[config.mk]
export PLATFORM = sky130hd
export DESIGN_NAME = triangle_tangent_basis_unit
export DESIGN_NICKNAME = d
export VERILOG_FILES = /design/src/hdl/ttb_pkg.sv /design/src/hdl/triangle_tangent_basis_unit.sv
export VERILOG_INCLUDE_DIRS = /design/src /design/src/hdl
export SDC_FILE = /design/constraint.sdc
export NUM_CORES = 2
export LEC_CHECK = 0
export ABC_AREA = 1
export BUFFER_PORTS_ARGS = -buffer_cell sky130_fd_sc_hd__buf_4
export CORE_UTILIZATION = 57
export DETAILED_ROUTE_END_ITERATION = 8
export GPL_TIMING_DRIVEN = 0
export PLACE_DENSITY_LB_ADDON = 0.12
export SLEW_MARGIN = 0
export SYNTH_ARGS = -nofsm -noshare
export SYNTH_HDL_FRONTEND = slang
export SYNTH_SLANG_ARGS = --single-unit
[constraint.sdc]
create_clock -name clk -period 17.4 [get_ports clk]
set_clock_uncertainty 0.2 [all_clocks]
set_input_delay 2.61 -clock clk [delete_from_list [all_inputs] [get_ports clk]]
set_output_delay 2.61 -clock clk [all_outputs]
set_load 0.02 [all_outputs]
[src/hdl/triangle_tangent_basis_unit_defines.svh]
`ifndef TRIANGLE_TANGENT_BASIS_UNIT_DEFINES_SVH
`define TRIANGLE_TANGENT_BASIS_UNIT_DEFINES_SVH

// Checks an expression at every rising edge of clk while rst_n is high.
`define TTB_ASSERT(lbl, expr, msg) \
  lbl: assert property (@(posedge clk) disable iff (!rst_n) (expr)) else $error(msg);

// Checks an implication at every rising edge of clk while rst_n is high.
`define TTB_ASSERT_IMP(lbl, ante, cons, msg) \
  lbl: assert property (@(posedge clk) disable iff (!rst_n) (ante) |-> (cons)) else $error(msg);

`endif

[src/hdl/ttb_pkg.sv]
package ttb_pkg;
  localparam int POS_W   = 24;
  localparam int TEX_W   = 20;
  localparam int DP_W    = 25;
  localparam int DT_W    = 21;
  localparam int PROD_W  = 46;
  localparam int NUM_W   = 47;
  localparam int DET_W   = 43;
  localparam int OUT_W   = 32;
  localparam int QB_W    = 35;
  localparam int NCOMP   = 6;

  typedef enum logic [2:0] {
    ST_IDLE,
    ST_MUL,
    ST_DLOAD,
    ST_DIV,
    ST_DFIN
  } ttb_state_t;
endpackage

[src/hdl/triangle_tangent_basis_unit.sv]
// After the third vertex of a triangle, the block runs its product schedule (ST_MUL) and,
// unless the UV determinant is zero, then divides each component (ST_DLOAD, ST_DIV, ST_DFIN).
// Throughput: one vertex per cycle for the first two vertices of a triangle while the
// sequencer is idle; the third holds the block until its result word is formed, using one
// shared 25x21 multiplier and a restoring divider (one quotient bit per cycle, six components).
// Reset (rst_n, synchronous, active low) clears held vertices, slot, state and valid.
`include "triangle_tangent_basis_unit_defines.svh"

module triangle_tangent_basis_unit
  import ttb_pkg::*;
#(
  parameter int FRAC_BITS = 16
) (
  input  logic                    clk,
  input  logic                    rst_n,
  input  logic                    cfg_wr_en,
  input  logic                    cfg_wr_data,
  input  logic                    in_valid,
  output logic                    in_ready,
  input  logic signed [POS_W-1:0] in_pos_x,
  input  logic signed [POS_W-1:0] in_pos_y,
  input  logic signed [POS_W-1:0] in_pos_z,
  input  logic signed [TEX_W-1:0] in_tex_u,
  input  logic signed [TEX_W-1:0] in_tex_v,
  output logic                    out_valid,
  input  logic                    out_ready,
  output logic signed [OUT_W-1:0] out_tangent_x,
  output logic signed [OUT_W-1:0] out_tangent_y,
  output logic signed [OUT_W-1:0] out_tangent_z,
  output logic signed [OUT_W-1:0] out_bitangent_x,
  output logic signed [OUT_W-1:0] out_bitangent_y,
  output logic signed [OUT_W-1:0] out_bitangent_z,
  output logic                    out_degenerate
);
  localparam int NW    = NUM_W + FRAC_BITS + 1;
  localparam int CNT_W = $clog2(NW);

  ttb_state_t st_r, st_nxt;

  logic                     en_r;
  logic [1:0]               slot_r;
  logic signed [POS_W-1:0]  p0_r [3];
  logic signed [POS_W-1:0]  p1_r [3];
  logic signed [TEX_W-1:0]  u0_r, v0_r, u1_r, v1_r;
  logic signed [DP_W-1:0]   dp1_r [3];
  logic signed [DP_W-1:0]   dp2_r [3];
  logic signed [DT_W-1:0]   du1_r, dv1_r, du2_r, dv2_r;
  logic [4:0]               mi_r;
  logic signed [PROD_W-1:0] prod_r;
  logic signed [NUM_W-1:0]  acc_r;
  logic signed [DET_W-1:0]  det_r;
  logic [DET_W-1:0]         dmag_r;
  logic signed [NUM_W-1:0]  num_r [NCOMP];
  logic [2:0]               ci_r;
  logic [NW-1:0]            dvd_r;
  logic [DET_W-1:0]         rem_r;
  logic [QB_W-1:0]          q_r;
  logic                     ovf_r;
  logic                     neg_r;
  logic [CNT_W-1:0]         cnt_r;
  logic signed [OUT_W-1:0]  res_r [NCOMP];
  logic                     out_valid_r;
  logic signed [OUT_W-1:0]  out_t_r [3];
  logic signed [OUT_W-1:0]  out_b_r [3];
  logic                     out_deg_r;

  logic in_acc, closing, last_mul, last_comp;
  logic [3:0] pj;
  logic [3:0] pc;
  logic [1:0] pk;
  logic signed [DP_W-1:0] op_a;
  logic signed [DT_W-1:0] op_b;
  logic signed [NUM_W-1:0] prod_ext, diff;
  logic [3:0] nidx_w;

  assign in_ready  = (st_r == ST_IDLE) && !(slot_r[1] && out_valid_r);
  assign in_acc    = in_valid && in_ready;
  assign closing   = in_acc && slot_r[1];
  assign last_mul  = (mi_r == 5'd27);
  assign last_comp = (ci_r == 3'(NCOMP - 1));

  // Product schedule: j = 0,1 form det; then four products per axis.
  assign pj = mi_r[4:1];
  assign pc = pj - 4'd2;
  assign pk = pc[3:2];
  always_comb begin
    op_a = DP_W'(du1_r);
    op_b = dv2_r;
    if (pj == 4'd1) begin
      op_a = DP_W'(dv1_r);
      op_b = du2_r;
    end else if (pj != 4'd0) begin
      case (pc[1:0])
        2'd0: begin op_a = dp1_r[pk]; op_b = dv2_r; end
        2'd1: begin op_a = dp2_r[pk]; op_b = dv1_r; end
        2'd2: begin op_a = dp2_r[pk]; op_b = du1_r; end
        default: begin op_a = dp1_r[pk]; op_b = du2_r; end
      endcase
    end
  end

  assign prod_ext = NUM_W'(prod_r);
  assign diff     = acc_r - prod_ext;
  assign nidx_w   = (pj - 4'd3) >> 1;

  // Divider step and finishing logic.
  logic [DET_W:0]   trial, trial_sub;
  logic             ge;
  logic [NUM_W-1:0] nmag;
  logic [QB_W:0]    rsum;
  logic [QB_W-1:0]  rnd, lim, mag;
  logic [OUT_W-1:0] mag32;

  assign trial     = {rem_r, dvd_r[NW-1]};
  assign ge        = trial >= {1'b0, dmag_r};
  assign trial_sub = trial - {1'b0, dmag_r};
  assign nmag      = num_r[ci_r][NUM_W-1] ? NUM_W'(-num_r[ci_r]) : num_r[ci_r];
  assign rsum      = {1'b0, q_r} + (QB_W+1)'(1);
  assign rnd       = rsum[QB_W:1];
  assign lim       = neg_r ? QB_W'(34'h080000000) : QB_W'(34'h07FFFFFFF);
  assign mag       = (ovf_r || rnd > lim) ? lim : rnd;
  assign mag32     = mag[OUT_W-1:0];

  always_comb begin
    st_nxt = st_r;
    case (st_r)
      ST_IDLE:  if (closing && en_r) st_nxt = ST_MUL;
      ST_MUL:   if (last_mul) st_nxt = (det_r == '0) ? ST_IDLE : ST_DLOAD;
      ST_DLOAD: st_nxt = ST_DIV;
      ST_DIV:   if (cnt_r == CNT_W'(NW - 1)) st_nxt = ST_DFIN;
      ST_DFIN:  st_nxt = last_comp ? ST_IDLE : ST_DLOAD;
      default:  st_nxt = ST_IDLE;
    endcase
  end

  always_ff @(posedge clk) begin
    if (!rst_n) st_r <= ST_IDLE;
    else        st_r <= st_nxt;
  end

  always_ff @(posedge clk) begin
    if (!rst_n) begin
      en_r        <= 1'b1;
      slot_r      <= 2'd0;
      out_valid_r <= 1'b0;
      mi_r        <= '0;
      ci_r        <= '0;
      cnt_r       <= '0;
      for (int i = 0; i < 3; i++) begin
        p0_r[i] <= '0;
        p1_r[i] <= '0;
      end
      u0_r <= '0; v0_r <= '0; u1_r <= '0; v1_r <= '0;
    end else begin
      if (cfg_wr_en) en_r <= cfg_wr_data;
      if (out_valid_r && out_ready) out_valid_r <= 1'b0;

      if (in_acc) begin
        if (!slot_r[1]) begin
          slot_r <= slot_r + 2'd1;
          if (slot_r == 2'd0) begin
            p0_r[0] <= in_pos_x; p0_r[1] <= in_pos_y; p0_r[2] <= in_pos_z;
            u0_r <= in_tex_u; v0_r <= in_tex_v;
          end else begin
            p1_r[0] <= in_pos_x; p1_r[1] <= in_pos_y; p1_r[2] <= in_pos_z;
            u1_r <= in_tex_u; v1_r <= in_tex_v;
          end
        end else begin
          slot_r   <= 2'd0;
          mi_r     <= '0;
          dp1_r[0] <= DP_W'(p1_r[0]) - DP_W'(p0_r[0]);
          dp1_r[1] <= DP_W'(p1_r[1]) - DP_W'(p0_r[1]);
          dp1_r[2] <= DP_W'(p1_r[2]) - DP_W'(p0_r[2]);
          dp2_r[0] <= DP_W'(in_pos_x) - DP_W'(p0_r[0]);
          dp2_r[1] <= DP_W'(in_pos_y) - DP_W'(p0_r[1]);
          dp2_r[2] <= DP_W'(in_pos_z) - DP_W'(p0_r[2]);
          du1_r    <= DT_W'(u1_r) - DT_W'(u0_r);
          dv1_r    <= DT_W'(v1_r) - DT_W'(v0_r);
          du2_r    <= DT_W'(in_tex_u) - DT_W'(u0_r);
          dv2_r    <= DT_W'(in_tex_v) - DT_W'(v0_r);
        end
      end

      case (st_r)
        ST_MUL: begin
          mi_r <= mi_r + 5'd1;
          if (!mi_r[0]) begin
            prod_r <= op_a * op_b;
          end else if (!pj[0]) begin
            acc_r <= prod_ext;
          end else if (pj == 4'd1) begin
            det_r  <= diff[DET_W-1:0];
            dmag_r <= diff[DET_W-1] ? DET_W'(-diff[DET_W-1:0]) : diff[DET_W-1:0];
          end else begin
            num_r[nidx_w[2:0]] <= diff;
          end
          if (last_mul) begin
            ci_r <= '0;
            if (det_r == '0) begin
              out_valid_r <= 1'b1;
              out_deg_r   <= 1'b1;
              for (int i = 0; i < 3; i++) begin
                out_t_r[i] <= '0;
                out_b_r[i] <= '0;
              end
            end
          end
        end
        ST_DLOAD: begin
          dvd_r <= {nmag, (FRAC_BITS+1)'(0)};
          rem_r <= '0;
          q_r   <= '0;
          ovf_r <= 1'b0;
          neg_r <= num_r[ci_r][NUM_W-1] ^ det_r[DET_W-1];
          cnt_r <= '0;
        end
        ST_DIV: begin
          dvd_r <= dvd_r << 1;
          rem_r <= ge ? trial_sub[DET_W-1:0] : trial[DET_W-1:0];
          q_r   <= {q_r[QB_W-2:0], ge};
          ovf_r <= ovf_r | q_r[QB_W-1];
          cnt_r <= cnt_r + CNT_W'(1);
        end
        ST_DFIN: begin
          res_r[ci_r] <= neg_r ? -mag32 : mag32;
          ci_r <= ci_r + 3'd1;
          if (last_comp) begin
            out_valid_r <= 1'b1;
            out_deg_r   <= 1'b0;
            out_t_r[0]  <= res_r[0];
            out_b_r[0]  <= res_r[1];
            out_t_r[1]  <= res_r[2];
            out_b_r[1]  <= res_r[3];
            out_t_r[2]  <= res_r[4];
            out_b_r[2]  <= neg_r ? -mag32 : mag32;
          end
        end
        default: ;
      endcase
    end
  end

  assign out_valid       = out_valid_r;
  assign out_tangent_x   = out_t_r[0];
  assign out_tangent_y   = out_t_r[1];
  assign out_tangent_z   = out_t_r[2];
  assign out_bitangent_x = out_b_r[0];
  assign out_bitangent_y = out_b_r[1];
  assign out_bitangent_z = out_b_r[2];
  assign out_degenerate  = out_deg_r;

  `TTB_ASSERT(a_close_blocked, !(in_ready && slot_r[1] && out_valid_r),
              "closing vertex taken over pending word")
  `TTB_ASSERT_IMP(a_busy_not_ready, st_r != ST_IDLE, !in_ready, "ready while sequencer busy")
  `TTB_ASSERT_IMP(a_rem_bound, st_r == ST_DIV || st_r == ST_DFIN, rem_r < dmag_r,
                  "divider remainder out of range")
  `TTB_ASSERT_IMP(a_deg_zero, out_valid_r && out_deg_r,
                  out_t_r[0] == '0 && out_b_r[2] == '0, "degenerate word with nonzero vector")
endmodule
## After elaboration in Yosys (flattened, before gate mapping)

Memories as Yosys holds them, arrays and structs flattened. A register that Yosys moved wholly into a read port is not among the register bits.
Index checks and enable logic that the tools add are counted.

| word-level totals | value |
|---|---|
| RAM bits | 960 |
| flip-flop bits (word level) | 508 |
| word-level logic and storage cells | 207 |
| output and inout port bits | 195 |
| memories kept | 8 |

Memory list:

| memory | words | width | rd ports | clocked after memory_dff | wr ports | RTL line | RTL |
|---|---|---|---|---|---|---|---|
| num_r | 6 | 47 | 1 | 1 | 1 | triangle_tangent_basis_unit.sv:53 | `logic signed [NUM_W-1:0] num_r [NCOMP];` |
| res_r | 6 | 32 | 5 | 0 | 1 | triangle_tangent_basis_unit.sv:61 | `logic signed [OUT_W-1:0] res_r [NCOMP];` |
| out_b_r | 3 | 32 | 3 | 0 | 3 | triangle_tangent_basis_unit.sv:64 | `logic signed [OUT_W-1:0] out_b_r [3];` |
| out_t_r | 3 | 32 | 3 | 0 | 3 | triangle_tangent_basis_unit.sv:63 | `logic signed [OUT_W-1:0] out_t_r [3];` |
| dp1_r | 3 | 25 | 1 | 0 | 3 | triangle_tangent_basis_unit.sv:45 | `logic signed [DP_W-1:0] dp1_r [3];` |
| dp2_r | 3 | 25 | 1 | 0 | 3 | triangle_tangent_basis_unit.sv:46 | `logic signed [DP_W-1:0] dp2_r [3];` |
| 2 more memories | - | - | - | - | - | - |  |

| operators by class | value |
|---|---|
| add/subtract/negate cells | 22 |
| multiplexer cells | 85 |
| $lt $le $gt $ge | 2 |
| multiply operators | 1 |
| bitwise logic cells | 18 |
| equal/unequal tests | 15 |
| reductions and logical operators | 30 |

Operator list:

| kind | number |
|---|---|
| 32-bit two-way mux | 9 |
| 24-bit by 24-bit subtractor with 25-bit output | 6 |
| 24-bit two-way mux | 6 |
| 64-bit one-hot mux with 2 select lines | 1 |
| 43-bit one-hot mux with 2 select lines | 1 |
| 20-bit by 20-bit subtractor with 21-bit output | 4 |
| 25-bit two-way mux | 3 |
| 35-bit one-hot mux with 2 select lines | 1 |
| 21-bit one-hot mux with 3 select lines | 1 |
| 47-bit two-way mux | 1 |
| 47-bit negation | 1 |
| 46-bit by 46-bit subtractor with 47-bit output | 1 |
| 25-bit by 21-bit multiplier with 46-bit output | 1 |
| 44-bit by 43-bit >= comparator with 1-bit output | 1 |
| 43-bit logical NOT | 1 |
| 43-bit two-way mux | 1 |
| 43-bit negation | 1 |
| 43-bit subtractor | 1 |
| 21-bit two-way mux | 2 |
| 42-bit two-way mux | 1 |
| 1-bit two-way mux | 40 |
| 35-bit by 1-bit adder with 36-bit output, second input constant | 1 |
| 35-bit by 32-bit > comparator with 1-bit output | 1 |
| 32-bit negation | 1 |
| other kinds (37) | 86 |

## Longest topological paths before layout

| depth | value |
|---|---|
| depth in word-level cells | 8 |
| gate-level depth with buffers | 42 |
| depth with buffers taken out | 40 |

## Least setup slack after synthesis

No wires, ideal clock.

| timing | value |
|---|---|
| path kind | input -> register |
| start | input port rst_n |
| end | memory out_b_r[0][0] (enable) |
| data required time | 16.217 ns |
| data arrival time | 15.644 ns |
| slack | 0.572 ns |
| buffers on the path | 0 |
| cell stages on the path | 2 |
| cells stage by stage | inv_1 nor3_1 |

RTL lines:

| element | RTL line | RTL |
|---|---|---|
| start: declaration | triangle_tangent_basis_unit.sv:15 | `input logic rst_n,` |
| end: declaration | triangle_tangent_basis_unit.sv:64 |  |

## Worst setup path in the final report

| timing | value |
|---|---|
| start | register mi_r[2] |
| end | register prod_r[40], data pin |

| on the way | value |
|---|---|
| longest elaborated chain between the ends | 7 |
| elaborated cells between the ends (all ways) | 16 |
| classes of those cells | add/sub: 1; mul: 1; eq/ne: 3; mux: 6; reduce/logical: 3; memory: 2 |

Ends and longest elaborated chain:

| element | RTL line | RTL |
|---|---|---|
| start: declaration | triangle_tangent_basis_unit.sv:48 | `logic [4:0] mi_r;` |
| start signal: assignment | triangle_tangent_basis_unit.sv:186 | `mi_r <= mi_r + 5'd1;` |
| 4-bit by 2-bit subtractor with 4-bit output | triangle_tangent_basis_unit.sv:84 | `assign pc = pj - 4'd2;` |
| 2-bit == test / 2-bit by 1-bit == test with 1-bit output (equally long branches) | triangle_tangent_basis_unit.sv:93 | `case (pc[1:0])` |
| 2-bit OR reduction (no line) | - |  |
| 25-bit two-way mux | - |  |
| 25-bit two-way mux | triangle_tangent_basis_unit.sv:92 | `end else if (pj != 4'd0) begin` |
| 25-bit two-way mux | triangle_tangent_basis_unit.sv:89 | `if (pj == 4'd1) begin` |
| 25-bit by 21-bit multiplier with 46-bit output * | triangle_tangent_basis_unit.sv:188 | `prod_r <= op_a * op_b;` |
| end signal: assignment | triangle_tangent_basis_unit.sv:188 |  |
| end: declaration | triangle_tangent_basis_unit.sv:49 | `logic signed [PROD_W-1:0] prod_r;` |

Every way passes the cells marked *; elsewhere a longest branch is shown, timed or not.
A chain may end at the register's enable or synchronous reset.

==> metrics.md <==
| Metric | Value |
|---|---|
| Final ANT Viol Nets | `0` |
| Tcrit/Tclk final | `66.3%` |
| Arr. time, crit path | `11890 ps` |
| Power, Total | `0.0123 W` |
| Tightest Pin Transition | `about 1400 ps` |
| DR pass1 iterations | `6` |
| All-Layer GR Usage | `31.7%` |
| Status | `finished, final reports clean` |
| Synthesized flop and latch total | `1421` |
| DRC | `0` |
| CP Data Required Time | `17760 ps` |
| WL per Instance | `21.1 um` |
| Crit path time final | `11530 ps` |
| Largest net degree at the start of global routing | `47` |
| Die width | `401 um` |
| DP Worst Slack | `around 6000 ps` |
| Slowest cell delay on critical path | `930 ps` |
| Layout cells sized above 1 | `8.05%` |
| Total wire length | `255 mm` |
| Top FF cell, synth | `edfxtp_1` |
| Share of synthesized flip-flops with an asynchronous set or reset | `0%` |
| Setup ws final | `5870 ps` |
| CP dominant cell by count | `fa_1` |
| Initial antenna violation count | `2` |
| CTS max path bufs | `3` |
| Number of global-route vias before repair | `66428` |
| H-tree levels | `4` |
| Number of flops mapped to enable cells by yosys | `1317` |
| Slowest CP cell | `o311ai_0` |
| Syn_nets | `10477` |
| Fill count | `12837` |
| Initial core utilization | `57.4%` |
| Register clock-pin slew on the reported worst setup and hold paths | `60 ps` |
| Critical Path Fanout Max | `10` |
| I/O Buffers | `312` |
| Syn. warnings | `0` |
| DR vias | `slightly below 70000` |
| Die Ht | `between 400 and 500 um` |
| HPWL Detailed | `202 mm` |
| Crit Path Category | `flip-flop to flip-flop` |
| Worst Setup End Kind | `flip-flop` |
| Clk root buf | `clkbuf_16` |
| Synthesized area | `90800 sq um` |
| RePlAce Congestion | `slightly below 1` |
| Initial DRC Count | `6128` |
| # IOs | `about 310` |
| Total congestion overflow | `0` |
| Startpoint types | `flip-flop` |
| Leakage | `44.8 nW` |
| Core ar. | `158000 sq um` |
| Commonest non-fill, non-tap cell in the layout | `inv_1` |
| Max VDD drop | `0.181 mV` |
| # hold bufs at CTS | `0` |
| Final hold vios | `0` |
| Seq/Total Area, Yosys | `45.9%` |
| Max Cap Viol | `0` |
| Pins over their slew limit | `0` |
| Final worst hold slack | `roughly 240 ps` |
| Post-Syn Instances | `9331` |
| Setup violators final | `0` |
| Yosys cell types | `78` |
| Min-Delay Path Class | `flip-flop to flip-flop` |
| Post_cts resized | `0` |
| Num CTS Buffers | `152` |
| CTS tree | `built` |
| Avg Inst Size Synth | `between 9 and 10 sq um` |
| Clock Latency Late Sink | `approximately 800 ps` |
| Slew HR | `5.76%` |
| RSZ-0062 raised after global routing | `false` |
| First-pass GRT wire length | `389 mm` |
| CTS sink cnt | `roughly 1400` |
| Achievable Freq | `around 0.087 GHz` |
| PD cells | `121 nW/um^2` |
| Commonest non-fill, non-tap cells in the layout | `inv_1, nand2_1, edfxtp_1, nor2_1, fa_1` |
| Synth-to-Final Area Change | `12.4%` |
| Row Count | `146` |
| Total setup buffers inserted after CTS | `0` |
| Layout Nets | `11022` |
| Total die area | `161000 sq um` |
| DR vias/cell | `5.58` |
| Final core utilization | `around 64%` |
==> flip-flops by register name, summed over array words and instances, names as in the netlist, 35 cells and up, named ones only <==
signal	count
dmag_r	42
prod_r	46
dvd_r	47
dp1_r	75
out_b_r	96
q_r	35
det_r	43
dp2_r	75
res_r	160
p1_r	72
acc_r	46
rem_r	43
p0_r	72
num_r	282
out_t_r	96
==> metal layers <==
layer | vias to the layer above | routed length, um | track usage (%) | share of wire, %
met1 | 32914 | 106000 | 42.5 | 41
met4 | 0 | 11600 | 13.3 | 4.5
met2 | 2484 | 120000 | 51.5 | 47
met5 | - | 0 | 0 | 0
li1 | 31525 | - | - | -
met3 | 490 | 17700 | 4.93 | 7.0
==> worst paths after layout <==
check	startpoint	to	slack, ps	cells after the start
worst max-delay path	mi_r[2]	prod_r[40]	5870	35
worst min-delay path	prod_r[5]	acc_r[5]	240	0
worst max register to register	mi_r[2]	prod_r[40]	5870	35
worst min register to register	prod_r[5]	acc_r[5]	240	0
==> metrics by stage <==
stage	area [sq um]	cells	TNS (ps)
5_1_grt	102000	12072	0
3_5_place_dp	96900	11791	0
4_1_cts	102000	12069	0
3_3_place_gp	95700	11715	-1080900
2_1_floorplan	90800	9331	0
6_report	102000	12073	0
==> cell type report <==
class	instances	area (sq um)	area share [%]
plain buffers	270	1160	1.13
diodes	1	2.50	0.00245
clock inverters	101	1210	1.18
repair buffers	391	3410	3.35
inverters	1829	6870	6.73
flip-flops and latches	1421	41600	40.8
well taps	2072	2590	2.54
multi-input cells	5811	41200	40.4
clock buffers	177	3920	3.84
==> cells by family after synthesis <==
logic type	after synthesis	synth area share, %
simple gates	2948	13.5
buf+inv	2099	8.83
flops	1421	45.9
compound gates	1387	8.79
fa+ha+maj	1028	18.7
xor+xnor	443	4.28
mux	5	0.0551
==> critical path: cells and delay by family, from the launching register on <==
family / cells / cell delay (ps)
fa+ha+maj: 9 / 4180
compound gates: 7 / 2520
buf+inv: 10 / 2310
simple gates: 8 / 1280
flops: 1 / 420
xor+xnor: 1 / 340
==> synth_stat cells, drive strengths merged (18+ instances only) <==
cell    count  share of area [%]
o21ai     456                2.5
a31oi      52               0.36
o211ai     32               0.26
edfxtp   1317                 44
inv      1815                7.5
xnor2     140                1.4
fa        547                 12
a21oi     523                2.9
nand3     264                1.6
a21boi     29               0.25
a22oi      21               0.17
a32o       34               0.38
a21o       23               0.19
buf        65               0.42
nor4       32               0.22
dfxtp     104                2.3
nor3      101               0.60
nand2    1361                5.7
o21bai     19               0.16
o22ai     103               0.71
nand4      55               0.39
or2        19               0.13
ha        481                6.6
clkbuf    205               0.85
nor2     1094                4.6
xor2      303                2.9
o311ai     18               0.17
==> report_power, final <==
part | internal [W] | switching [W]
Combinational | 0.00173 | 0.00322
Sequential | 0.00405 | 0.0000275
Clock | 0.00189 | 0.00142
Note: power is estimated with default switching activity, not from simulation.
